[src/rtl/core/tcme_pkg.sv]
`default_nettype none
package tcme_pkg;

    localparam logic [2:0] FUNC_MOVE    = 3'd0;
    localparam logic [2:0] FUNC_HOME    = 3'd1;
    localparam logic [2:0] FUNC_CLEAR   = 3'd2;
    localparam logic [2:0] FUNC_ERASE_L = 3'd3;
    localparam logic [2:0] FUNC_ERASE_B = 3'd4;
    localparam logic [2:0] FUNC_SETPOS  = 3'd5;

    localparam logic [6:0] COORD_MAX = 7'd99;

    localparam logic [7:0] CH_CSI   = 8'd155;
    localparam logic [7:0] CH_BS    = 8'd8;
    localparam logic [7:0] CH_LF    = 8'd10;
    localparam logic [7:0] CH_VT    = 8'd11;
    localparam logic [7:0] CH_FF    = 8'd12;
    localparam logic [7:0] CH_CR    = 8'd13;
    localparam logic [7:0] CH_ZERO  = 8'd48;
    localparam logic [7:0] CH_SEMI  = 8'd59;
    localparam logic [7:0] CH_B     = 8'd66;
    localparam logic [7:0] CH_C     = 8'd67;
    localparam logic [7:0] CH_H     = 8'd72;
    localparam logic [7:0] CH_J     = 8'd74;
    localparam logic [7:0] CH_K     = 8'd75;

    typedef enum logic [3:0] {
        K_CR,
        K_LF,
        K_VT,
        K_CSI_B,
        K_BS,
        K_CSI_C,
        K_FULL,
        K_HOME,
        K_CLEAR,
        K_EL,
        K_ED
    } kind_t;

    typedef struct packed {
        kind_t      kind;
        logic [3:0] row_tens;
        logic [3:0] row_ones;
        logic [3:0] col_tens;
        logic [3:0] col_ones;
    } desc_t;

    typedef struct packed {
        logic [7:0] value;
        logic       last;
    } seq_byte_t;

    function automatic logic [7:0] digit_char(input logic [3:0] d);
        return CH_ZERO + {4'd0, d};
    endfunction

    function automatic seq_byte_t seq_byte(input desc_t d, input logic [2:0] idx);
        seq_byte_t r;
        r.value = CH_CSI;
        r.last  = 1'b0;
        unique case (d.kind)
            K_CR:    begin r.value = CH_CR; r.last = 1'b1; end
            K_LF:    begin r.value = CH_LF; r.last = 1'b1; end
            K_VT:    begin r.value = CH_VT; r.last = 1'b1; end
            K_BS:    begin r.value = CH_BS; r.last = 1'b1; end
            K_CSI_B: begin r.value = (idx == 3'd0) ? CH_CSI : CH_B; r.last = (idx != 3'd0); end
            K_CSI_C: begin r.value = (idx == 3'd0) ? CH_CSI : CH_C; r.last = (idx != 3'd0); end
            K_HOME:  begin r.value = (idx == 3'd0) ? CH_CSI : CH_H; r.last = (idx != 3'd0); end
            K_EL:    begin r.value = (idx == 3'd0) ? CH_CSI : CH_K; r.last = (idx != 3'd0); end
            K_ED:    begin r.value = (idx == 3'd0) ? CH_CSI : CH_J; r.last = (idx != 3'd0); end
            K_CLEAR:
            begin
                unique case (idx)
                    3'd0:    r.value = CH_FF;
                    3'd1:    r.value = CH_CSI;
                    default: begin r.value = CH_H; r.last = 1'b1; end
                endcase
            end
            K_FULL:
            begin
                unique case (idx)
                    3'd0:    r.value = CH_CSI;
                    3'd1:    r.value = digit_char(d.row_tens);
                    3'd2:    r.value = digit_char(d.row_ones);
                    3'd3:    r.value = CH_SEMI;
                    3'd4:    r.value = digit_char(d.col_tens);
                    3'd5:    r.value = digit_char(d.col_ones);
                    default: begin r.value = CH_H; r.last = 1'b1; end
                endcase
            end
            default: begin r.value = CH_CSI; r.last = 1'b1; end
        endcase
        return r;
    endfunction

endpackage
`default_nettype wire

[src/rtl/core/tcme_cmd_if.sv]
`default_nettype none
interface tcme_cmd_if;
    logic       valid;
    logic       ready;
    logic [2:0] func;
    logic [6:0] col;
    logic [6:0] row;

    modport source (output valid, output func, output col, output row, input ready);
    modport sink (input valid, input func, input col, input row, output ready);
endinterface
`default_nettype wire

[src/rtl/core/tcme_byte_if.sv]
`default_nettype none
interface tcme_byte_if;
    logic       valid;
    logic       ready;
    logic [7:0] out_byte;
    logic       last;

    modport source (output valid, output out_byte, output last, input ready);
    modport sink (input valid, input out_byte, input last, output ready);
endinterface
`default_nettype wire

[src/rtl/core/tcme_front.sv]
`default_nettype none
module tcme_front (
    input  wire logic          clk,
    input  wire logic          rst_n,
    tcme_cmd_if.sink           cmd,
    input  wire logic          q_full,
    output tcme_pkg::desc_t    push_desc,
    output logic               push
);
    import tcme_pkg::*;

    logic [6:0]  col_pos_reg, col_pos_next;
    logic [6:0]  row_pos_reg, row_pos_next;
    logic        known_reg, known_next;
    logic [6:0]  x, y;
    logic [14:0] x_prod, y_prod;
    logic [3:0]  x_tens, y_tens;
    logic [7:0]  x_w, y_w, cp_w, rp_w;
    logic        emit;
    kind_t       kind;
    logic        accept;

    assign cmd.ready = !q_full;
    assign accept    = cmd.valid && !q_full;

    assign x = (cmd.col > COORD_MAX) ? COORD_MAX : cmd.col;
    assign y = (cmd.row > COORD_MAX) ? COORD_MAX : cmd.row;

    // Division by ten through the reciprocal 205/2048, exact below 1029.
    assign x_prod = {8'd0, x} * 15'd205;
    assign y_prod = {8'd0, y} * 15'd205;
    assign x_tens = x_prod[14:11];
    assign y_tens = y_prod[14:11];

    assign x_w  = {1'b0, x};
    assign y_w  = {1'b0, y};
    assign cp_w = {1'b0, col_pos_reg};
    assign rp_w = {1'b0, row_pos_reg};

    always_comb
    begin
        emit         = 1'b0;
        kind         = K_FULL;
        col_pos_next = col_pos_reg;
        row_pos_next = row_pos_reg;
        known_next   = known_reg;
        unique case (cmd.func)
            FUNC_MOVE:
            begin
                emit         = 1'b1;
                col_pos_next = x;
                row_pos_next = y;
                known_next   = 1'b1;
                if (known_reg)
                begin
                    if (x_w == cp_w && y_w == rp_w)
                    begin
                        emit = 1'b0;
                    end
                    else if (x_w == 8'd1)
                    begin
                        if (y_w == rp_w)
                            kind = K_CR;
                        else if (y_w == rp_w + 8'd1)
                            kind = K_LF;
                    end
                    else if (x_w == cp_w)
                    begin
                        if (y_w + 8'd1 == rp_w)
                            kind = K_VT;
                        else if (y_w == rp_w + 8'd1)
                            kind = K_CSI_B;
                    end
                    else if (y_w == rp_w)
                    begin
                        if (x_w + 8'd1 == cp_w)
                            kind = K_BS;
                        else if (x_w == cp_w + 8'd1)
                            kind = K_CSI_C;
                    end
                end
            end
            FUNC_HOME:
            begin
                emit         = 1'b1;
                kind         = K_HOME;
                col_pos_next = 7'd1;
                row_pos_next = 7'd1;
                known_next   = 1'b1;
            end
            FUNC_CLEAR:
            begin
                emit         = 1'b1;
                kind         = K_CLEAR;
                col_pos_next = 7'd1;
                row_pos_next = 7'd1;
                known_next   = 1'b1;
            end
            FUNC_ERASE_L:
            begin
                emit = 1'b1;
                kind = K_EL;
            end
            FUNC_ERASE_B:
            begin
                emit = 1'b1;
                kind = K_ED;
            end
            FUNC_SETPOS:
            begin
                col_pos_next = x;
                row_pos_next = y;
                known_next   = 1'b1;
            end
            default:
            begin
                emit = 1'b0;
            end
        endcase
    end

    assign push               = accept && emit;
    assign push_desc.kind     = kind;
    assign push_desc.row_tens = y_tens;
    assign push_desc.row_ones = 4'(y - 7'(y_tens) * 7'd10);
    assign push_desc.col_tens = x_tens;
    assign push_desc.col_ones = 4'(x - 7'(x_tens) * 7'd10);

    always_ff @(posedge clk or negedge rst_n)
    begin
        if (!rst_n)
        begin
            col_pos_reg <= 7'd0;
            row_pos_reg <= 7'd0;
            known_reg   <= 1'b0;
        end
        else if (accept)
        begin
            col_pos_reg <= col_pos_next;
            row_pos_reg <= row_pos_next;
            known_reg   <= known_next;
        end
    end
endmodule
`default_nettype wire

[src/rtl/core/tcme_queue.sv]
`default_nettype none
module tcme_queue #(
    parameter int DEPTH = 4
) (
    input  wire logic             clk,
    input  wire logic             rst_n,
    input  wire logic             push,
    input  wire tcme_pkg::desc_t  push_desc,
    output logic                  full,
    input  wire logic             pop,
    output logic                  q_valid,
    output tcme_pkg::desc_t       q_desc
);
    import tcme_pkg::*;

    localparam int PW = (DEPTH > 1) ? $clog2(DEPTH) : 1;
    localparam int CW = $clog2(DEPTH + 1);

    desc_t           mem_reg [DEPTH];
    logic [PW-1:0]   wr_ptr_reg, rd_ptr_reg;
    logic [CW-1:0]   count_reg;
    logic            do_push, do_pop;

    assign full    = (count_reg == CW'(DEPTH));
    assign q_valid = (count_reg != '0);
    assign q_desc  = mem_reg[rd_ptr_reg];
    assign do_push = push && !full;
    assign do_pop  = pop && q_valid;

    always_ff @(posedge clk)
    begin
        if (do_push)
            mem_reg[wr_ptr_reg] <= push_desc;
    end

    always_ff @(posedge clk or negedge rst_n)
    begin
        if (!rst_n)
        begin
            wr_ptr_reg <= '0;
            rd_ptr_reg <= '0;
            count_reg  <= '0;
        end
        else
        begin
            if (do_push)
                wr_ptr_reg <= (wr_ptr_reg == PW'(DEPTH - 1)) ? '0 : wr_ptr_reg + PW'(1);
            if (do_pop)
                rd_ptr_reg <= (rd_ptr_reg == PW'(DEPTH - 1)) ? '0 : rd_ptr_reg + PW'(1);
            if (do_push && !do_pop)
                count_reg <= count_reg + CW'(1);
            else if (do_pop && !do_push)
                count_reg <= count_reg - CW'(1);
        end
    end
endmodule
`default_nettype wire

[src/rtl/core/tcme_back.sv]
`default_nettype none
module tcme_back (
    input  wire logic             clk,
    input  wire logic             rst_n,
    input  wire logic             q_valid,
    input  wire tcme_pkg::desc_t  q_desc,
    output logic                  pop,
    tcme_byte_if.source           res
);
    import tcme_pkg::*;

    desc_t      cur_reg, cur_next;
    logic       cur_valid_reg, cur_valid_next;
    logic [2:0] idx_reg, idx_next;
    logic       out_valid_reg, out_valid_next;
    logic [7:0] out_byte_reg, out_byte_next;
    logic       last_reg, last_next;
    seq_byte_t  sb;
    logic       load;

    assign sb   = seq_byte(cur_reg, idx_reg);
    assign load = !out_valid_reg || res.ready;
    assign pop  = q_valid && (!cur_valid_reg || (load && sb.last));

    always_comb
    begin
        cur_next       = cur_reg;
        cur_valid_next = cur_valid_reg;
        idx_next       = idx_reg;
        out_valid_next = out_valid_reg;
        out_byte_next  = out_byte_reg;
        last_next      = last_reg;
        if (load)
        begin
            out_valid_next = cur_valid_reg;
            if (cur_valid_reg)
            begin
                out_byte_next = sb.value;
                last_next     = sb.last;
                idx_next      = idx_reg + 3'd1;
                if (sb.last)
                    cur_valid_next = 1'b0;
            end
        end
        if (pop)
        begin
            cur_next       = q_desc;
            cur_valid_next = 1'b1;
            idx_next       = 3'd0;
        end
    end

    always_ff @(posedge clk or negedge rst_n)
    begin
        if (!rst_n)
        begin
            cur_valid_reg <= 1'b0;
            idx_reg       <= 3'd0;
            out_valid_reg <= 1'b0;
        end
        else
        begin
            cur_valid_reg <= cur_valid_next;
            idx_reg       <= idx_next;
            out_valid_reg <= out_valid_next;
        end
    end

    always_ff @(posedge clk)
    begin
        cur_reg      <= cur_next;
        out_byte_reg <= out_byte_next;
        last_reg     <= last_next;
    end

    assign res.valid    = out_valid_reg;
    assign res.out_byte = out_byte_reg;
    assign res.last     = last_reg;
endmodule
`default_nettype wire

[src/rtl/core/terminal_cursor_motion_encoder.sv]
// Channel  Direction  Payload               Request
// cmd      in         func, col, row        one terminal command
// res      out        out_byte, last        one console byte
//
// A command is taken whenever the command queue has room; it holds QUEUE_DEPTH
// entries. The byte engine sends one byte a cycle while res is ready; a command
// has one to seven bytes, and silent commands never reach the byte engine.
// Reset clears the queue, the byte engine and the res valid flag, and leaves the
// cursor position unknown. A stall on res fills the queue and then drops cmd.ready.
`default_nettype none
module terminal_cursor_motion_encoder #(
    parameter int QUEUE_DEPTH = 4
) (
    input  wire logic     clk,
    input  wire logic     rst_n,
    tcme_cmd_if.sink      cmd,
    tcme_byte_if.source   res
);
    import tcme_pkg::*;

    desc_t push_desc;
    desc_t q_desc;
    logic  push;
    logic  q_full;
    logic  q_valid;
    logic  pop;

    tcme_front u_front (
        .clk       (clk),
        .rst_n     (rst_n),
        .cmd       (cmd),
        .q_full    (q_full),
        .push_desc (push_desc),
        .push      (push)
    );

    tcme_queue #(
        .DEPTH (QUEUE_DEPTH)
    ) u_queue (
        .clk       (clk),
        .rst_n     (rst_n),
        .push      (push),
        .push_desc (push_desc),
        .full      (q_full),
        .pop       (pop),
        .q_valid   (q_valid),
        .q_desc    (q_desc)
    );

    tcme_back u_back (
        .clk     (clk),
        .rst_n   (rst_n),
        .q_valid (q_valid),
        .q_desc  (q_desc),
        .pop     (pop),
        .res     (res)
    );
endmodule
`default_nettype wire

[src/flat_wrapper.sv]
// flat-port wrapper written by rule: the top's interface ports become plain ports
module terminal_cursor_motion_encoder_flat import tcme_pkg::*;
#(
    parameter int QUEUE_DEPTH = 4
)
  (clk, rst_n, cmd_valid, cmd_func, cmd_col, cmd_row, cmd_ready, res_valid, res_out_byte, res_last, res_ready);
  tcme_cmd_if cmd_i ();
  tcme_byte_if res_i ();
  input  wire logic clk;
  input  wire logic rst_n;
  input wire logic [$bits(cmd_i.valid)-1:0] cmd_valid;
  input wire logic [$bits(cmd_i.func)-1:0] cmd_func;
  input wire logic [$bits(cmd_i.col)-1:0] cmd_col;
  input wire logic [$bits(cmd_i.row)-1:0] cmd_row;
  output wire logic [$bits(cmd_i.ready)-1:0] cmd_ready;
  output wire logic [$bits(res_i.valid)-1:0] res_valid;
  output wire logic [$bits(res_i.out_byte)-1:0] res_out_byte;
  output wire logic [$bits(res_i.last)-1:0] res_last;
  input wire logic [$bits(res_i.ready)-1:0] res_ready;
  assign cmd_i.valid = cmd_valid;
  assign cmd_i.func = cmd_func;
  assign cmd_i.col = cmd_col;
  assign cmd_i.row = cmd_row;
  assign cmd_ready = cmd_i.ready;
  assign res_valid = res_i.valid;
  assign res_out_byte = res_i.out_byte;
  assign res_last = res_i.last;
  assign res_i.ready = res_ready;
  terminal_cursor_motion_encoder #(.QUEUE_DEPTH(QUEUE_DEPTH)) u_core (.clk(clk), .rst_n(rst_n), .cmd(cmd_i), .res(res_i));
endmodule
[config.mk]
export PLATFORM = sky130hd
export DESIGN_NAME = terminal_cursor_motion_encoder_flat
export DESIGN_NICKNAME = d
export VERILOG_FILES = /design/src/rtl/core/tcme_pkg.sv /design/src/rtl/core/tcme_cmd_if.sv /design/src/rtl/core/tcme_byte_if.sv /design/src/rtl/core/tcme_front.sv /design/src/rtl/core/tcme_queue.sv /design/src/rtl/core/tcme_back.sv /design/src/rtl/core/terminal_cursor_motion_encoder.sv /design/src/flat_wrapper.sv
export SDC_FILE = /design/constraint.sdc
export NUM_CORES = 1
export LEC_CHECK = 0
export BUFFER_PORTS_ARGS = -buffer_cell sky130_fd_sc_hd__buf_2
export CORE_ASPECT_RATIO = 1.5
export CORE_MARGIN = 8
export CORE_UTILIZATION = 35
export DETAILED_ROUTE_END_ITERATION = 8
export HOLD_SLACK_MARGIN = 0.03
export PLACE_DENSITY = 0.53
export SYNTH_ARGS = -nofsm -noshare
export SYNTH_HDL_FRONTEND = slang
export SYNTH_SLANG_ARGS = --single-unit
[constraint.sdc]
create_clock -name clk -period 3.96 [get_ports clk]
set_input_delay 0.198 -clock clk [delete_from_list [all_inputs] [get_ports clk]]
set_output_delay 0.198 -clock clk [all_outputs]
set_load 0.02 [all_outputs]
==> report_table.html, run 1 <==
<table>
<tr><th>Metric</th><th>Value</th></tr>
<tr><th colspan="2">Outcome</th></tr>
<tr><td>Result of the run</td><td>complete, but fails checks</td></tr>
<tr><td>Failing checks</td><td>negative setup slack</td></tr>
<tr><th colspan="2">Logic synthesis</th></tr>
<tr><td>Number of synthesis warnings</td><td>0</td></tr>
<tr><td>Synth cell types</td><td>80</td></tr>
<tr><td>EDFF count, synth</td><td>109</td></tr>
<tr><td>Register bit total from synthesis</td><td>roughly 140</td></tr>
<tr><td>Syn Inst Count</td><td>695</td></tr>
<tr><td>Post-synthesis area per instance</td><td>12.3 µm²</td></tr>
<tr><td>Sequential element share of the synthesized area</td><td>a little under half</td></tr>
<tr><td>FFs w/ async S/R, synth</td><td>19.9%</td></tr>
<tr><td>Area of the mapped netlist</td><td>~0.0086 mm²</td></tr>
<tr><td>Most frequently used flop master after synthesis</td><td>sky130_fd_sc_hd__edfxtp_1</td></tr>
<tr><td>Net count after synthesis</td><td>roughly 820</td></tr>
<tr><th colspan="2">Setup path</th></tr>
<tr><td>Worst path most repeated cell</td><td>sky130_fd_sc_hd__inv_2</td></tr>
<tr><td>Max FO, Critical Path</td><td>4</td></tr>
<tr><td>Worst Path Class, Setup</td><td>in2reg</td></tr>
<tr><td>WP data arrival</td><td>4.33 ns</td></tr>
<tr><td>Cell with the largest stage delay on the worst path</td><td>sky130_fd_sc_hd__fa_1</td></tr>
<tr><td>Buffer and inverter count on the worst path</td><td>4</td></tr>
<tr><td>CP Capture Type</td><td>flop</td></tr>
<tr><td>Worst endpoint required time</td><td>4.18 ns</td></tr>
<tr><td>Worst stage delay on the critical path</td><td>0.41 ns</td></tr>
<tr><td>Kind of cell adding the most delay to the critical path</td><td>adder cells</td></tr>
<tr><td>Nature of the critical path startpoint</td><td>primary input</td></tr>
<tr><td>Ordered cell list for the critical path</td><td>buf_6 &gt; o311a_4 &gt; nor2_4 &gt; inv_2 &gt; ha_4 &gt; inv_2 &gt; fa_2 &gt; inv_2 &gt; fa_1 &gt; ha_1 &gt; ha_4 &gt; nand3_4 &gt; nor2_4 &gt; a221oi_4 &gt; o211ai_1 &gt; xnor2_2 &gt; fa_2 &gt; xnor2_2 &gt; xnor2_1 &gt; xnor2_1</td></tr>
<tr><th colspan="2">Layout</th></tr>
<tr><td>Area used by sequential logic in the layout</td><td>0.00395 mm²</td></tr>
<tr><td>Area of the multi-input gates</td><td>0.00467 mm²</td></tr>
<tr><td>Area growth, synth to finish</td><td>25.4%</td></tr>
<tr><td>Final antenna diode count</td><td>0</td></tr>
<tr><td>Fill count</td><td>2,272</td></tr>
<tr><td>Fraction of final layout cells sized beyond drive strength 1</td><td>31.3%</td></tr>
<tr><td>Largest register FFs</td><td>80</td></tr>
<tr><td>Post-layout nets</td><td>927</td></tr>
<tr><th colspan="2">Floorplanning</th></tr>
<tr><td>Die extent in y</td><td>208 µm</td></tr>
<tr><td>Placeable core region</td><td>0.0243 mm²</td></tr>
<tr><td>Num rows</td><td>70</td></tr>
<tr><td>Initial cell density of the core</td><td>35.4%</td></tr>
<tr><td>IO Pins</td><td>32</td></tr>
<tr><td>Width of the chip</td><td>144 µm</td></tr>
<tr><td>Die area</td><td>0.0299 mm²</td></tr>
<tr><th colspan="2">Global route</th></tr>
<tr><td>Global-route wire length before repair</td><td>31,200 µm</td></tr>
<tr><td>Combined global-route utilization of all metal layers</td><td>13.4%</td></tr>
<tr><td>Number of global-route vias before repair</td><td>a little over 6,000</td></tr>
<tr><td>Number of antenna violations at the first check in global routing</td><td>0</td></tr>
<tr><td>Largest net degree at the start of global routing</td><td>28</td></tr>
<tr><td>Grt total ovfl</td><td>0</td></tr>
<tr><th colspan="2">STA</th></tr>
<tr><td>Timing-limited maximum frequency</td><td>243 MHz</td></tr>
<tr><td>Fin. max-slew vios</td><td>0</td></tr>
<tr><td>Post-route minimum period</td><td>just over 4 ns</td></tr>
<tr><td>Normalized max-slew margin</td><td>34.8%</td></tr>
<tr><td>Transition time of the tightest slew-check pin</td><td>0.978 ns</td></tr>
<tr><td>Ratio of final minimum period to clock period</td><td>104%</td></tr>
<tr><td>Setup Viol. Count Final</td><td>8</td></tr>
<tr><td>Number of hold-slack violations in the final timing report</td><td>0</td></tr>
<tr><td>Worst Setup Slack, final</td><td>-0.152 ns</td></tr>
<tr><td>Final clock skew</td><td>0.0115 ns</td></tr>
<tr><td>RSZ-0062 raised after global routing</td><td>true</td></tr>
<tr><td>Final-layout setup total negative slack</td><td>-0.731 ns</td></tr>
<tr><th colspan="2">Flow run</th></tr>
<tr><td>Total of max-cap violations</td><td>0</td></tr>
<tr><th colspan="2">Route</th></tr>
<tr><td>Total detailed-routing wirelength</td><td>19,000 µm</td></tr>
<tr><td>Residual antenna-violating net count after detailed routing</td><td>0</td></tr>
<tr><td>Number of design rule violations left after detail routing</td><td>0</td></tr>
<tr><td>Detail-routed net length per standard cell</td><td>roughly 17 µm</td></tr>
<tr><td>Initial DRC Count</td><td>232</td></tr>
<tr><td>Vias</td><td>5,641</td></tr>
<tr><td>Avg Vias per Cell</td><td>4.97</td></tr>
<tr><td>Iteration count of the initial detailed-routing pass</td><td>5</td></tr>
<tr><th colspan="2">Clocking</th></tr>
<tr><td>Inserted Clock Buffers</td><td>17</td></tr>
<tr><td>Clock net sink count</td><td>136</td></tr>
<tr><td>CTS root buffer</td><td>sky130_fd_sc_hd__clkbuf_16</td></tr>
<tr><td>Maximum level of the CTS H-tree</td><td>4</td></tr>
<tr><td>CTS tree</td><td>done</td></tr>
<tr><td>Clk slew on worst S/H paths</td><td>roughly 0.060 ns</td></tr>
<tr><td>Clock latency on the worst-skew pair</td><td>0.42 ns</td></tr>
<tr><td>Number of buffers between clock root and the deepest sink</td><td>2</td></tr>
<tr><th colspan="2">Power</th></tr>
<tr><td>Leakage</td><td>4.34 nW</td></tr>
<tr><td>Power per standard cell area</td><td>648 mW/mm²</td></tr>
<tr><td>Max rail drop VDD</td><td>344 µV</td></tr>
<tr><th colspan="2">Place</th></tr>
<tr><td>Worst Setup Slack post-DPL</td><td>-0.753 ns</td></tr>
<tr><td>Routability-driven placement congestion ratio</td><td>0.798</td></tr>
<tr><td>HPWL after detailed placement</td><td>14,300 µm</td></tr>
<tr><td>Count of input and output buffers</td><td>31</td></tr>
<tr><th colspan="2">Worst hold path</th></tr>
<tr><td>Hold/Removal Path Class</td><td>in2reg</td></tr>
</table>
[through the flow]
stage | instance area (µm²) | utilization, % | std cells | hold WS, ns | total power (W)
final | 10800 | 44.3 | 1136 | 0.0974 | 0.00697
after global placement | 9750 | 40.2 | 1095 | 0.301 | 0.00516
after detailed placement | 9750 | 40.2 | 1095 | 0.323 | 0.00524
after CTS | 10600 | 43.5 | 1132 | 0.0802 | 0.00691
after global routing | 10800 | 44.3 | 1136 | 0.135 | 0.00746
after floorplan | 8760 | - | 695 | -0.0976 | 0.00441
[cells in the mapped netlist (4+ instances only)]
cell type                  number  share of area [%]
sky130_fd_sc_hd__edfxtp_1     109                 38
sky130_fd_sc_hd__ha_1          88                 13
sky130_fd_sc_hd__inv_1         78                3.4
sky130_fd_sc_hd__nand2_1       33                1.4
sky130_fd_sc_hd__xnor2_1       31                3.2
sky130_fd_sc_hd__nor2_1        30                1.3
sky130_fd_sc_hd__dfrtp_1       27                7.9
sky130_fd_sc_hd__clkbuf_1      21               0.92
sky130_fd_sc_hd__a21oi_1       20                1.2
sky130_fd_sc_hd__mux4_2        20                5.3
sky130_fd_sc_hd__fa_1          19                4.4
sky130_fd_sc_hd__nand3_1       15               0.88
sky130_fd_sc_hd__xor2_1        15                1.5
sky130_fd_sc_hd__o21ai_0       13               0.76
sky130_fd_sc_hd__nor3_1        10               0.58
sky130_fd_sc_hd__a221oi_1       9               0.92
sky130_fd_sc_hd__and2_1         8               0.58
sky130_fd_sc_hd__nand2b_1       8               0.58
sky130_fd_sc_hd__o21ai_1        8               0.47
sky130_fd_sc_hd__nor2b_1        7               0.51
sky130_fd_sc_hd__o211ai_1       6               0.53
sky130_fd_sc_hd__a22o_1         5               0.51
sky130_fd_sc_hd__mux2i_1        5               0.58
sky130_fd_sc_hd__a21o_1         4               0.35
sky130_fd_sc_hd__a22oi_1        4               0.35
sky130_fd_sc_hd__and3_1         4               0.29
sky130_fd_sc_hd__nand4_1        4               0.29
sky130_fd_sc_hd__o22ai_1        4               0.29
sky130_fd_sc_hd__or2_2          4               0.29
[cell type report]
cell class | count | share of cell area [%]
well taps | 324 | 3.77
clock buffers | 17 | 3.96
inverters | 81 | 2.83
multi-input cells | 451 | 43.4
clock inverters | 15 | 1.63
repair buffers | 112 | 7.66
flip-flops and latches | 136 | 36.7
[layer usage]
layer	wire length [µm]	up-vias	GRT usage [%]
li1	-	2762	-
met1	7550	2768	14.4
met2	10500	82	25.1
met3	567	29	2.90
met4	325	0	4.59
met5	0	-	0
[worst min-delay path, stage by stage]
cell	delay [ns]
sky130_fd_sc_hd__buf_2	0.08
sky130_fd_sc_hd__nor2b_1	0.05
sky130_fd_sc_hd__nand3_1	0.07
sky130_fd_sc_hd__nand3_1	0.07
[where the power goes]
| part | leakage, nW | total (W) | internal, W | switching [W] |
|---|---|---|---|---|
| Sequential | 1.33 | 0.00252 | 0.00220 | 0.000320 |
| Combinational | 2.72 | 0.00287 | 0.00136 | 0.00151 |
| Clock | 0.298 | 0.00158 | 0.000905 | 0.000675 |
| Total | 4.34 | 0.00697 | 0.00446 | 0.00251 |
[kinds of logic (layout without fill, tap and decap cells)]
logic type,Yosys count,count (layout),synth area share [%]
buffers and inverters,108,225,4.84
AOI/OAI and AO/OA,115,115,10.1
DFF,136,136,46.0
and+or+nand+nor,150,150,9.80
muxes,31,31,6.71
xor gates and xnor gates,48,48,5.24
adders and majority gates,107,107,17.3
[path summary, 6_finish.rpt]
| path | startpoint | end | slack (ns) | cells after the start |
|---|---|---|---|---|
| worst min-delay path | res_ready | u_core.u_back.idx_reg[1] | 0.1 | 4 |
| min in group asynchronous | rst_n | u_core.u_queue.wr_ptr_reg[1] | 0.39 | 2 |
| worst max-delay path | cmd_col[2] | u_core.u_queue.mem_reg[1][3] | -0.15 | 20 |
| worst max register to register | u_core.u_back.idx_reg[2] | u_core.u_queue.count_reg[1] | 0.76 | 12 |
| max in group asynchronous | rst_n | u_core.u_front.col_pos_reg[6] | 3.08 | 2 |
| worst min register to register | u_core.u_queue.count_reg[2] | u_core.u_queue.count_reg[2] | 0.52 | 1 |
[layout by cell type, fill, tap and decap left out, types with 16 or more instances in the layout]
master / n
sky130_fd_sc_hd__inv_1: 66
sky130_fd_sc_hd__edfxtp_1: 109
sky130_fd_sc_hd__buf_2: 25
sky130_fd_sc_hd__nor2_1: 28
sky130_fd_sc_hd__nand2_1: 30
sky130_fd_sc_hd__ha_1: 64
sky130_fd_sc_hd__mux4_2: 20
sky130_fd_sc_hd__xnor2_1: 24
sky130_fd_sc_hd__ha_4: 19
sky130_fd_sc_hd__clkbuf_16: 17
sky130_fd_sc_hd__a21oi_1: 16
sky130_fd_sc_hd__dfrtp_1: 27
sky130_fd_sc_hd__buf_4: 78
[what timing repair did]
action,in CTS,in global routing
hold buffers,1,0
setup endpoints to repair,12,12
setup buffers,4,4
endpoints found under the hold margin,27,0
gates resized for setup,29,26
pin swaps,30,16
(Power assumes the default switching activity.)
==> run 2, diff against run 1 <==
- SKIP_CTS_REPAIR_TIMING: unset -> 1
==> run 2 against run 1 <==
Compared with the run above: the run still ends with negative setup slack left; register-to-register slack about the same; hold slack about the same; clock power about the same; final area about the same; largest cell class unchanged.
==> report_table.html, run 2 (synthesis results as in run 1) <==
<table>
<tr><th>Metric</th><th>Value</th></tr>
<tr><th colspan="2">Global route</th></tr>
<tr><td>Grt total ovfl</td><td>0</td></tr>
<tr><td>Combined global-route utilization of all metal layers</td><td>13.3%</td></tr>
<tr><td>Largest net degree at the start of global routing</td><td>28</td></tr>
<tr><td>Number of antenna violations at the first check in global routing</td><td>0</td></tr>
<tr><td>Global-route wire length before repair</td><td>30,900 µm</td></tr>
<tr><td>Number of global-route vias before repair</td><td>between 6,000 and 7,000</td></tr>
<tr><th colspan="2">Route</th></tr>
<tr><td>Number of design rule violations left after detail routing</td><td>0</td></tr>
<tr><td>Iteration count of the initial detailed-routing pass</td><td>4</td></tr>
<tr><td>Vias</td><td>around 5,700</td></tr>
<tr><td>Detail-routed net length per standard cell</td><td>16.7 µm</td></tr>
<tr><td>Residual antenna-violating net count after detailed routing</td><td>0</td></tr>
<tr><td>Total detailed-routing wirelength</td><td>around 19,000 µm</td></tr>
<tr><td>Initial DRC Count</td><td>256</td></tr>
<tr><td>Avg Vias per Cell</td><td>about 5.0</td></tr>
<tr><th colspan="2">STA</th></tr>
<tr><td>Fin. max-slew vios</td><td>0</td></tr>
<tr><td>Setup Viol. Count Final</td><td>4</td></tr>
<tr><td>Transition time of the tightest slew-check pin</td><td>0.982 ns</td></tr>
<tr><td>Ratio of final minimum period to clock period</td><td>104%</td></tr>
<tr><td>Timing-limited maximum frequency</td><td>approximately 240 MHz</td></tr>
<tr><td>Worst hold margin</td><td>0.0970 ns</td></tr>
<tr><td>Normalized max-slew margin</td><td>between 30% and 40%</td></tr>
<tr><td>Final clock skew</td><td>0.0116 ns</td></tr>
<tr><td>RSZ-0062 raised after global routing</td><td>true</td></tr>
<tr><td>Worst Setup Slack, final</td><td>-0.156 ns</td></tr>
<tr><td>Number of hold-slack violations in the final timing report</td><td>0</td></tr>
<tr><td>Post-route minimum period</td><td>around 4 ns</td></tr>
<tr><th colspan="2">Power</th></tr>
<tr><td>Leakage</td><td>approximately 4.3 nW</td></tr>
<tr><td>Power share of the clock group</td><td>22.8%</td></tr>
<tr><td>Switching power</td><td>0.00249 W</td></tr>
<tr><td>Cell-internal power</td><td>0.00444 W</td></tr>
<tr><td>Register share of total power</td><td>between 30 and 40%</td></tr>
<tr><td>Switching Share</td><td>35.9%</td></tr>
<tr><td>Relative contribution of combinational cells to total power</td><td>40.9%</td></tr>
<tr><td>Power per standard cell area</td><td>644 mW/mm²</td></tr>
<tr><td>Max rail drop VDD</td><td>344 µV</td></tr>
<tr><th colspan="2">Place</th></tr>
<tr><td>Count of input and output buffers</td><td>31</td></tr>
<tr><td>Worst Setup Slack post-DPL</td><td>-0.753 ns</td></tr>
<tr><td>Cell area after placement</td><td>0.00975 mm²</td></tr>
<tr><td>HPWL after detailed placement</td><td>about 14,000 µm</td></tr>
<tr><td>Routability-driven placement congestion ratio</td><td>0.798</td></tr>
<tr><th colspan="2">Floorplanning</th></tr>
<tr><td>Initial cell density of the core</td><td>35.4%</td></tr>
<tr><td>Placeable core region</td><td>0.0243 mm²</td></tr>
<tr><td>Die area</td><td>0.0299 mm²</td></tr>
<tr><td>IO Pins</td><td>32</td></tr>
<tr><td>Num rows</td><td>70</td></tr>
<tr><td>Width of the chip</td><td>about 140 µm</td></tr>
<tr><td>Die extent in y</td><td>208 µm</td></tr>
<tr><th colspan="2">Outcome</th></tr>
<tr><td>Failing checks</td><td>negative setup slack</td></tr>
<tr><td>Result of the run</td><td>complete, but fails checks</td></tr>
<tr><th colspan="2">Setup path</th></tr>
<tr><td>Flop2flop setup slack</td><td>0.75 ns</td></tr>
<tr><td>WP data arrival</td><td>roughly 4.3 ns</td></tr>
<tr><td>Max FO, Critical Path</td><td>4</td></tr>
<tr><td>CP Capture Type</td><td>flop</td></tr>
<tr><td>Worst Path Class, Setup</td><td>in2reg</td></tr>
<tr><td>Nature of the critical path startpoint</td><td>primary input</td></tr>
<tr><td>Worst endpoint required time</td><td>roughly 4.1 ns</td></tr>
<tr><th colspan="2">Clocking</th></tr>
<tr><td>Clock net sink count</td><td>roughly 140</td></tr>
<tr><td>CTS tree</td><td>done</td></tr>
<tr><td>Maximum level of the CTS H-tree</td><td>4</td></tr>
<tr><td>Clock latency on the worst-skew pair</td><td>~0.42 ns</td></tr>
<tr><td>Inserted Clock Buffers</td><td>17</td></tr>
<tr><td>CTS root buffer</td><td>sky130_fd_sc_hd__clkbuf_16</td></tr>
<tr><td>Clk slew on worst S/H paths</td><td>about 0.06 ns</td></tr>
<tr><td>Number of buffers between clock root and the deepest sink</td><td>2</td></tr>
<tr><th colspan="2">Layout</th></tr>
<tr><td>Post-layout nets</td><td>~930</td></tr>
<tr><td>Leading cell types in the layout, fill and taps excluded</td><td>sky130_fd_sc_hd__edfxtp_1 (109), sky130_fd_sc_hd__buf_4 (80), sky130_fd_sc_hd__inv_1 (65)</td></tr>
<tr><td>Final instance area</td><td>0.0108 mm²</td></tr>
<tr><td>Fraction of final layout cells sized beyond drive strength 1</td><td>31.6%</td></tr>
<tr><td>Area growth, synth to finish</td><td>25.5%</td></tr>
<tr><td>Final antenna diode count</td><td>0</td></tr>
<tr><td>Largest register FFs</td><td>80</td></tr>
<tr><td>Commonest non-fill, non-tap cell in the layout</td><td>sky130_fd_sc_hd__edfxtp_1</td></tr>
<tr><th colspan="2">Flow run</th></tr>
<tr><td>Total of max-cap violations</td><td>0</td></tr>
<tr><th colspan="2">Worst hold path</th></tr>
<tr><td>Hold/Removal Path Class</td><td>in2reg</td></tr>
</table>
[run 2: cell types whose count changed in the layout (fill, tap and decap cells not counted), moves of 2 or more]
cell / delta
sky130_fd_sc_hd__ha_1: -3
sky130_fd_sc_hd__buf_6: +2
sky130_fd_sc_hd__buf_4: +2
sky130_fd_sc_hd__ha_4: +2
[run 2: final cells by class]
cell class	count	area (µm²)
fill	2278	13500
clock buffer	17	425
timing repair buffer	114	841
sequential	136	3950
multi-input combinational	451	4660
clock inverter	15	175
tap	324	405
inverter	81	304
[run 2: final timing paths]
check | start | endpoint | depth (start not counted)
hold reg to reg | u_core.u_queue.count_reg[2] | u_core.u_queue.count_reg[2] | 1
setup reg to reg | u_core.u_back.idx_reg[2] | u_core.u_queue.count_reg[1] | 12
setup / recovery | cmd_col[2] | u_core.u_queue.mem_reg[1][3] | 21
hold / removal | res_ready | u_core.u_back.idx_reg[1] | 4
max in group asynchronous | rst_n | u_core.u_front.row_pos_reg[1] | 2
min in group asynchronous | rst_n | u_core.u_queue.wr_ptr_reg[1] | 2
[run 2: per-stage QoR]
step	utilization [%]	power [W]	cells	setup TNS, ns
2_1_floorplan	-	0.00441	695	-5.28
3_3_place_gp	40.2	0.00516	1095	-8.71
3_5_place_dp	40.2	0.00524	1095	-11.88
4_1_cts	42.6	0.00686	1127	-2.04
5_1_grt	44.4	0.00742	1138	-1.84
6_report	44.4	0.00693	1138	-0.624
[run 2: layer usage]
layer | GRT usage (%) | wire, µm | part of all wire, %
met5 | 0 | 0 | 0
met3 | 2.81 | 608 | 3.2
met1 | 14.5 | 7570 | 40
met4 | 4.37 | 346 | 1.8
met2 | 24.5 | 10500 | 55
[run 2: power groups by stage]
| stage | logic, W | clock network, W | registers (W) |
|---|---|---|---|
| final | 0.00283 | 0.00158 | 0.00252 |
| after global routing | 0.00316 | 0.00168 | 0.00258 |
| after CTS | 0.00270 | 0.00163 | 0.00253 |
| after detailed placement | 0.00269 | 0 | 0.00256 |
| after global placement | 0.00262 | 0 | 0.00254 |
| after floorplan | 0.00197 | 0 | 0.00243 |
[run 2: critical path, stage by stage]
cell and delay [ns]:
sky130_fd_sc_hd__buf_6 0.10, sky130_fd_sc_hd__o311a_4 0.38, sky130_fd_sc_hd__nor2_4 0.11, sky130_fd_sc_hd__inv_2 0.06, sky130_fd_sc_hd__ha_4 0.28, sky130_fd_sc_hd__ha_4 0.12, sky130_fd_sc_hd__inv_2 0.03, sky130_fd_sc_hd__fa_2 0.34
sky130_fd_sc_hd__fa_1 0.48, sky130_fd_sc_hd__inv_1 0.04, sky130_fd_sc_hd__ha_2 0.18, sky130_fd_sc_hd__a211o_1 0.26, sky130_fd_sc_hd__a221oi_2 0.34, sky130_fd_sc_hd__o21ai_1 0.14, sky130_fd_sc_hd__a21oi_2 0.15, sky130_fd_sc_hd__ha_2 0.19
sky130_fd_sc_hd__inv_2 0.04, sky130_fd_sc_hd__fa_2 0.36, sky130_fd_sc_hd__xnor2_2 0.14, sky130_fd_sc_hd__xnor2_1 0.18, sky130_fd_sc_hd__xnor2_1 0.13
==> run 3, diff against run 2 <==
- CORE_UTILIZATION: 35 -> 40
- PLACE_DENSITY: 0.53 -> 0.59
==> run 3 against run 2 <==
Compared with the run above: the flow still finishes with violations (negative setup slack); total power is 0.36% lower; fmax is 0.11% higher; hold slack better by 0.015 ns; sequential cell count stayed put; sequential power hardly changed.
==> report_table.html, run 3 (synthesis results as in run 1) <==
<table>
<tr><th>Metric</th><th>Value</th></tr>
<tr><th colspan="2">Place</th></tr>
<tr><td>HPWL after detailed placement</td><td>13,900 µm</td></tr>
<tr><td>Count of input and output buffers</td><td>31</td></tr>
<tr><td>Routability-driven placement congestion ratio</td><td>0.847</td></tr>
<tr><td>Worst Setup Slack post-DPL</td><td>-0.705 ns</td></tr>
<tr><th colspan="2">Global route</th></tr>
<tr><td>Combined global-route utilization of all metal layers</td><td>14.2%</td></tr>
<tr><td>Number of antenna violations at the first check in global routing</td><td>0</td></tr>
<tr><td>Global-route wire length before repair</td><td>29,800 µm</td></tr>
<tr><td>Number of global-route vias before repair</td><td>between 6,000 and 7,000</td></tr>
<tr><td>Grt total ovfl</td><td>0</td></tr>
<tr><td>Largest net degree at the start of global routing</td><td>28</td></tr>
<tr><th colspan="2">Layout</th></tr>
<tr><td>Core occupancy in the finished layout</td><td>50.8%</td></tr>
<tr><td>Leading cell types in the layout, fill and taps excluded</td><td>sky130_fd_sc_hd__edfxtp_1 (109), sky130_fd_sc_hd__buf_4 (80), sky130_fd_sc_hd__inv_1 (65)</td></tr>
<tr><td>Post-layout nets</td><td>930</td></tr>
<tr><td>Commonest non-fill, non-tap cell in the layout</td><td>sky130_fd_sc_hd__edfxtp_1</td></tr>
<tr><td>Area of the multi-input gates</td><td>0.00468 mm²</td></tr>
<tr><td>Fill count</td><td>approximately 1,800</td></tr>
<tr><td>Area growth, synth to finish</td><td>24.8%</td></tr>
<tr><td>Largest register FFs</td><td>80</td></tr>
<tr><td>Fraction of final layout cells sized beyond drive strength 1</td><td>31.7%</td></tr>
<tr><td>Area used by sequential logic in the layout</td><td>0.00395 mm²</td></tr>
<tr><th colspan="2">Clocking</th></tr>
<tr><td>CTS root buffer</td><td>sky130_fd_sc_hd__clkbuf_16</td></tr>
<tr><td>Inserted Clock Buffers</td><td>17</td></tr>
<tr><td>Clock net sink count</td><td>approximately 140</td></tr>
<tr><td>Maximum level of the CTS H-tree</td><td>4</td></tr>
<tr><td>Clock latency on the worst-skew pair</td><td>just over 0.4 ns</td></tr>
<tr><td>Number of buffers between clock root and the deepest sink</td><td>2</td></tr>
<tr><td>Clk slew on worst S/H paths</td><td>0.06 ns</td></tr>
<tr><td>CTS tree</td><td>done</td></tr>
<tr><th colspan="2">Route</th></tr>
<tr><td>Vias</td><td>5,712</td></tr>
<tr><td>Detail-routed net length per standard cell</td><td>17.0 µm</td></tr>
<tr><td>Residual antenna-violating net count after detailed routing</td><td>0</td></tr>
<tr><td>Number of design rule violations left after detail routing</td><td>0</td></tr>
<tr><td>Total detailed-routing wirelength</td><td>~18,000 µm</td></tr>
<tr><td>Initial DRC Count</td><td>roughly 290</td></tr>
<tr><td>Avg Vias per Cell</td><td>5.27</td></tr>
<tr><td>Iteration count of the initial detailed-routing pass</td><td>5</td></tr>
<tr><th colspan="2">Power</th></tr>
<tr><td>Register share of total power</td><td>a little over a third</td></tr>
<tr><td>Cell-internal power</td><td>0.00448 W</td></tr>
<tr><td>Power share of the clock group</td><td>about 22%</td></tr>
<tr><td>Leakage</td><td>4.35 nW</td></tr>
<tr><td>Switching power</td><td>0.00243 W</td></tr>
<tr><td>Relative contribution of combinational cells to total power</td><td>41.8%</td></tr>
<tr><td>Power per standard cell area</td><td>646 mW/mm²</td></tr>
<tr><td>Switching Share</td><td>35.1%</td></tr>
<tr><td>Max rail drop VDD</td><td>332 µV</td></tr>
<tr><th colspan="2">Floorplanning</th></tr>
<tr><td>Num rows</td><td>between 60 and 70</td></tr>
<tr><td>Die extent in y</td><td>195 µm</td></tr>
<tr><td>IO Pins</td><td>32</td></tr>
<tr><td>Die area</td><td>0.0265 mm²</td></tr>
<tr><td>Initial cell density of the core</td><td>40.7%</td></tr>
<tr><td>Width of the chip</td><td>136 µm</td></tr>
<tr><td>Placeable core region</td><td>about 0.021 mm²</td></tr>
<tr><th colspan="2">Setup path</th></tr>
<tr><td>Launch point of the worst path</td><td>cmd_col[2]</td></tr>
<tr><td>End of the worst register-to-register path</td><td>u_core.u_queue.count_reg[1]</td></tr>
<tr><td>WP data arrival</td><td>4.25 ns</td></tr>
<tr><td>Flop2flop setup slack</td><td>0.78 ns</td></tr>
<tr><td>CP Capture Type</td><td>flop</td></tr>
<tr><td>Nature of the critical path startpoint</td><td>primary input</td></tr>
<tr><td>Worst endpoint required time</td><td>4.10 ns</td></tr>
<tr><td>Max FO, Critical Path</td><td>4</td></tr>
<tr><td>Worst Path Class, Setup</td><td>in2reg</td></tr>
<tr><td>Number of cells on the worst reg-to-reg path</td><td>12</td></tr>
<tr><td>Worst reg2reg path startpoint</td><td>u_core.u_back.idx_reg[2]</td></tr>
<tr><th colspan="2">STA</th></tr>
<tr><td>RSZ-0062 raised after global routing</td><td>true</td></tr>
<tr><td>Worst Setup Slack, final</td><td>-0.151 ns</td></tr>
<tr><td>Transition time of the tightest slew-check pin</td><td>about 1 ns</td></tr>
<tr><td>Number of hold-slack violations in the final timing report</td><td>0</td></tr>
<tr><td>Fin. max-slew vios</td><td>0</td></tr>
<tr><td>Ratio of final minimum period to clock period</td><td>104%</td></tr>
<tr><td>Final-layout setup total negative slack</td><td>-0.862 ns</td></tr>
<tr><td>Normalized max-slew margin</td><td>34.0%</td></tr>
<tr><td>Setup Viol. Count Final</td><td>8</td></tr>
<tr><td>Final clock skew</td><td>0.00745 ns</td></tr>
<tr><td>Post-route minimum period</td><td>4.11 ns</td></tr>
<tr><td>Timing-limited maximum frequency</td><td>around 240 MHz</td></tr>
<tr><th colspan="2">Worst hold path</th></tr>
<tr><td>Hold/Removal Path Class</td><td>in2reg</td></tr>
<tr><td>Cell depth of the worst hold path</td><td>4</td></tr>
<tr><td>Start point of the worst hold path</td><td>res_ready</td></tr>
<tr><td>Hold path endpoint</td><td>u_core.u_back.idx_reg[1]</td></tr>
<tr><th colspan="2">Outcome</th></tr>
<tr><td>Result of the run</td><td>complete, but fails checks</td></tr>
<tr><td>Failing checks</td><td>negative setup slack</td></tr>
<tr><th colspan="2">Flow run</th></tr>
<tr><td>Total of max-cap violations</td><td>0</td></tr>
</table>
==> run 3: changes by cell type in the layout (fill, tap and decap cells not counted), sizes merged <==
| cell | change |
|---|---|
| clkinvlp | +2 |
| buf | +1 |
| clkinv | +2 |
| diode | +1 |
| clkbuf | +3 |
| inv | -7 |
==> run 3: area by class of cell <==
class                      count  area share (%)
tap                          268            3.13
sequential                   136            36.9
timing repair buffer         115            8.02
clock buffer                  20            4.27
inverter                      81            2.84
clock inverter                12            1.09
antenna                        1          0.0234
multi-input combinational    451            43.7
==> run 3: per-layer routing <==
metal | wire [µm] | global-route usage [%] | vias to the layer above | part of all wire (%)
met1 | 7230 | 15.1 | 2818 | 39
met3 | 535 | 2.75 | 27 | 2.9
met5 | 0 | 0 | - | 0
li1 | - | - | 2761 | -
met4 | 414 | 5.66 | 0 | 2.2
met2 | 10300 | 26.3 | 106 | 56
==> run 3: stage by stage <==
stage | instances | cell area [µm²] | power [W] | hold slack (ns)
floorplan | 695 | 8760 | 0.00441 | -0.0976
global placement | 1040 | 9680 | 0.00512 | 0.296
detailed placement | 1040 | 9680 | 0.00522 | 0.304
CTS | 1072 | 10300 | 0.00674 | -0.138
global route | 1083 | 10700 | 0.00737 | 0.164
finish | 1084 | 10700 | 0.00691 | 0.112
==> run 3: worst max-delay path by stage <==
stage,endpoint,slack (ns),cells after the start
global route,u_core.u_queue.mem_reg[0][3],-0.34,23
global placement,u_core.u_queue.mem_reg[0][3],-0.58,22
finish,u_core.u_queue.mem_reg[0][3],-0.15,22
CTS,u_core.u_queue.mem_reg[0][3],-0.29,20
floorplan,u_core.u_queue.mem_reg[0][3],-0.54,20
detailed placement,u_core.u_queue.mem_reg[0][3],-0.70,20
==> run 3: power by group through the flow <==
stage	sequential, W	combinational [W]	clock, W
after floorplan	0.00243	0.00197	0
after global placement	0.00253	0.00259	0
after detailed placement	0.00255	0.00267	0
after CTS	0.00252	0.00269	0.00154
after global routing	0.00257	0.00320	0.00160
final	0.00252	0.00289	0.00150
==> run 3: worst max-delay path: stages <==
cell and delay [ns]:
sky130_fd_sc_hd__buf_6 0.10, sky130_fd_sc_hd__o311a_4 0.38, sky130_fd_sc_hd__nor2_4 0.13, sky130_fd_sc_hd__inv_2 0.06, sky130_fd_sc_hd__ha_4 0.28, sky130_fd_sc_hd__inv_2 0.04
sky130_fd_sc_hd__fa_1 0.38, sky130_fd_sc_hd__inv_2 0.07, sky130_fd_sc_hd__fa_1 0.42, sky130_fd_sc_hd__ha_4 0.30, sky130_fd_sc_hd__ha_4 0.20, sky130_fd_sc_hd__nand3_1 0.08
sky130_fd_sc_hd__nor2_2 0.06, sky130_fd_sc_hd__a221oi_4 0.27, sky130_fd_sc_hd__o21ai_2 0.11, sky130_fd_sc_hd__a21oi_2 0.13, sky130_fd_sc_hd__ha_2 0.18, sky130_fd_sc_hd__inv_2 0.03
sky130_fd_sc_hd__fa_2 0.35, sky130_fd_sc_hd__xnor2_2 0.16, sky130_fd_sc_hd__xnor2_2 0.15, sky130_fd_sc_hd__xnor2_2 0.16
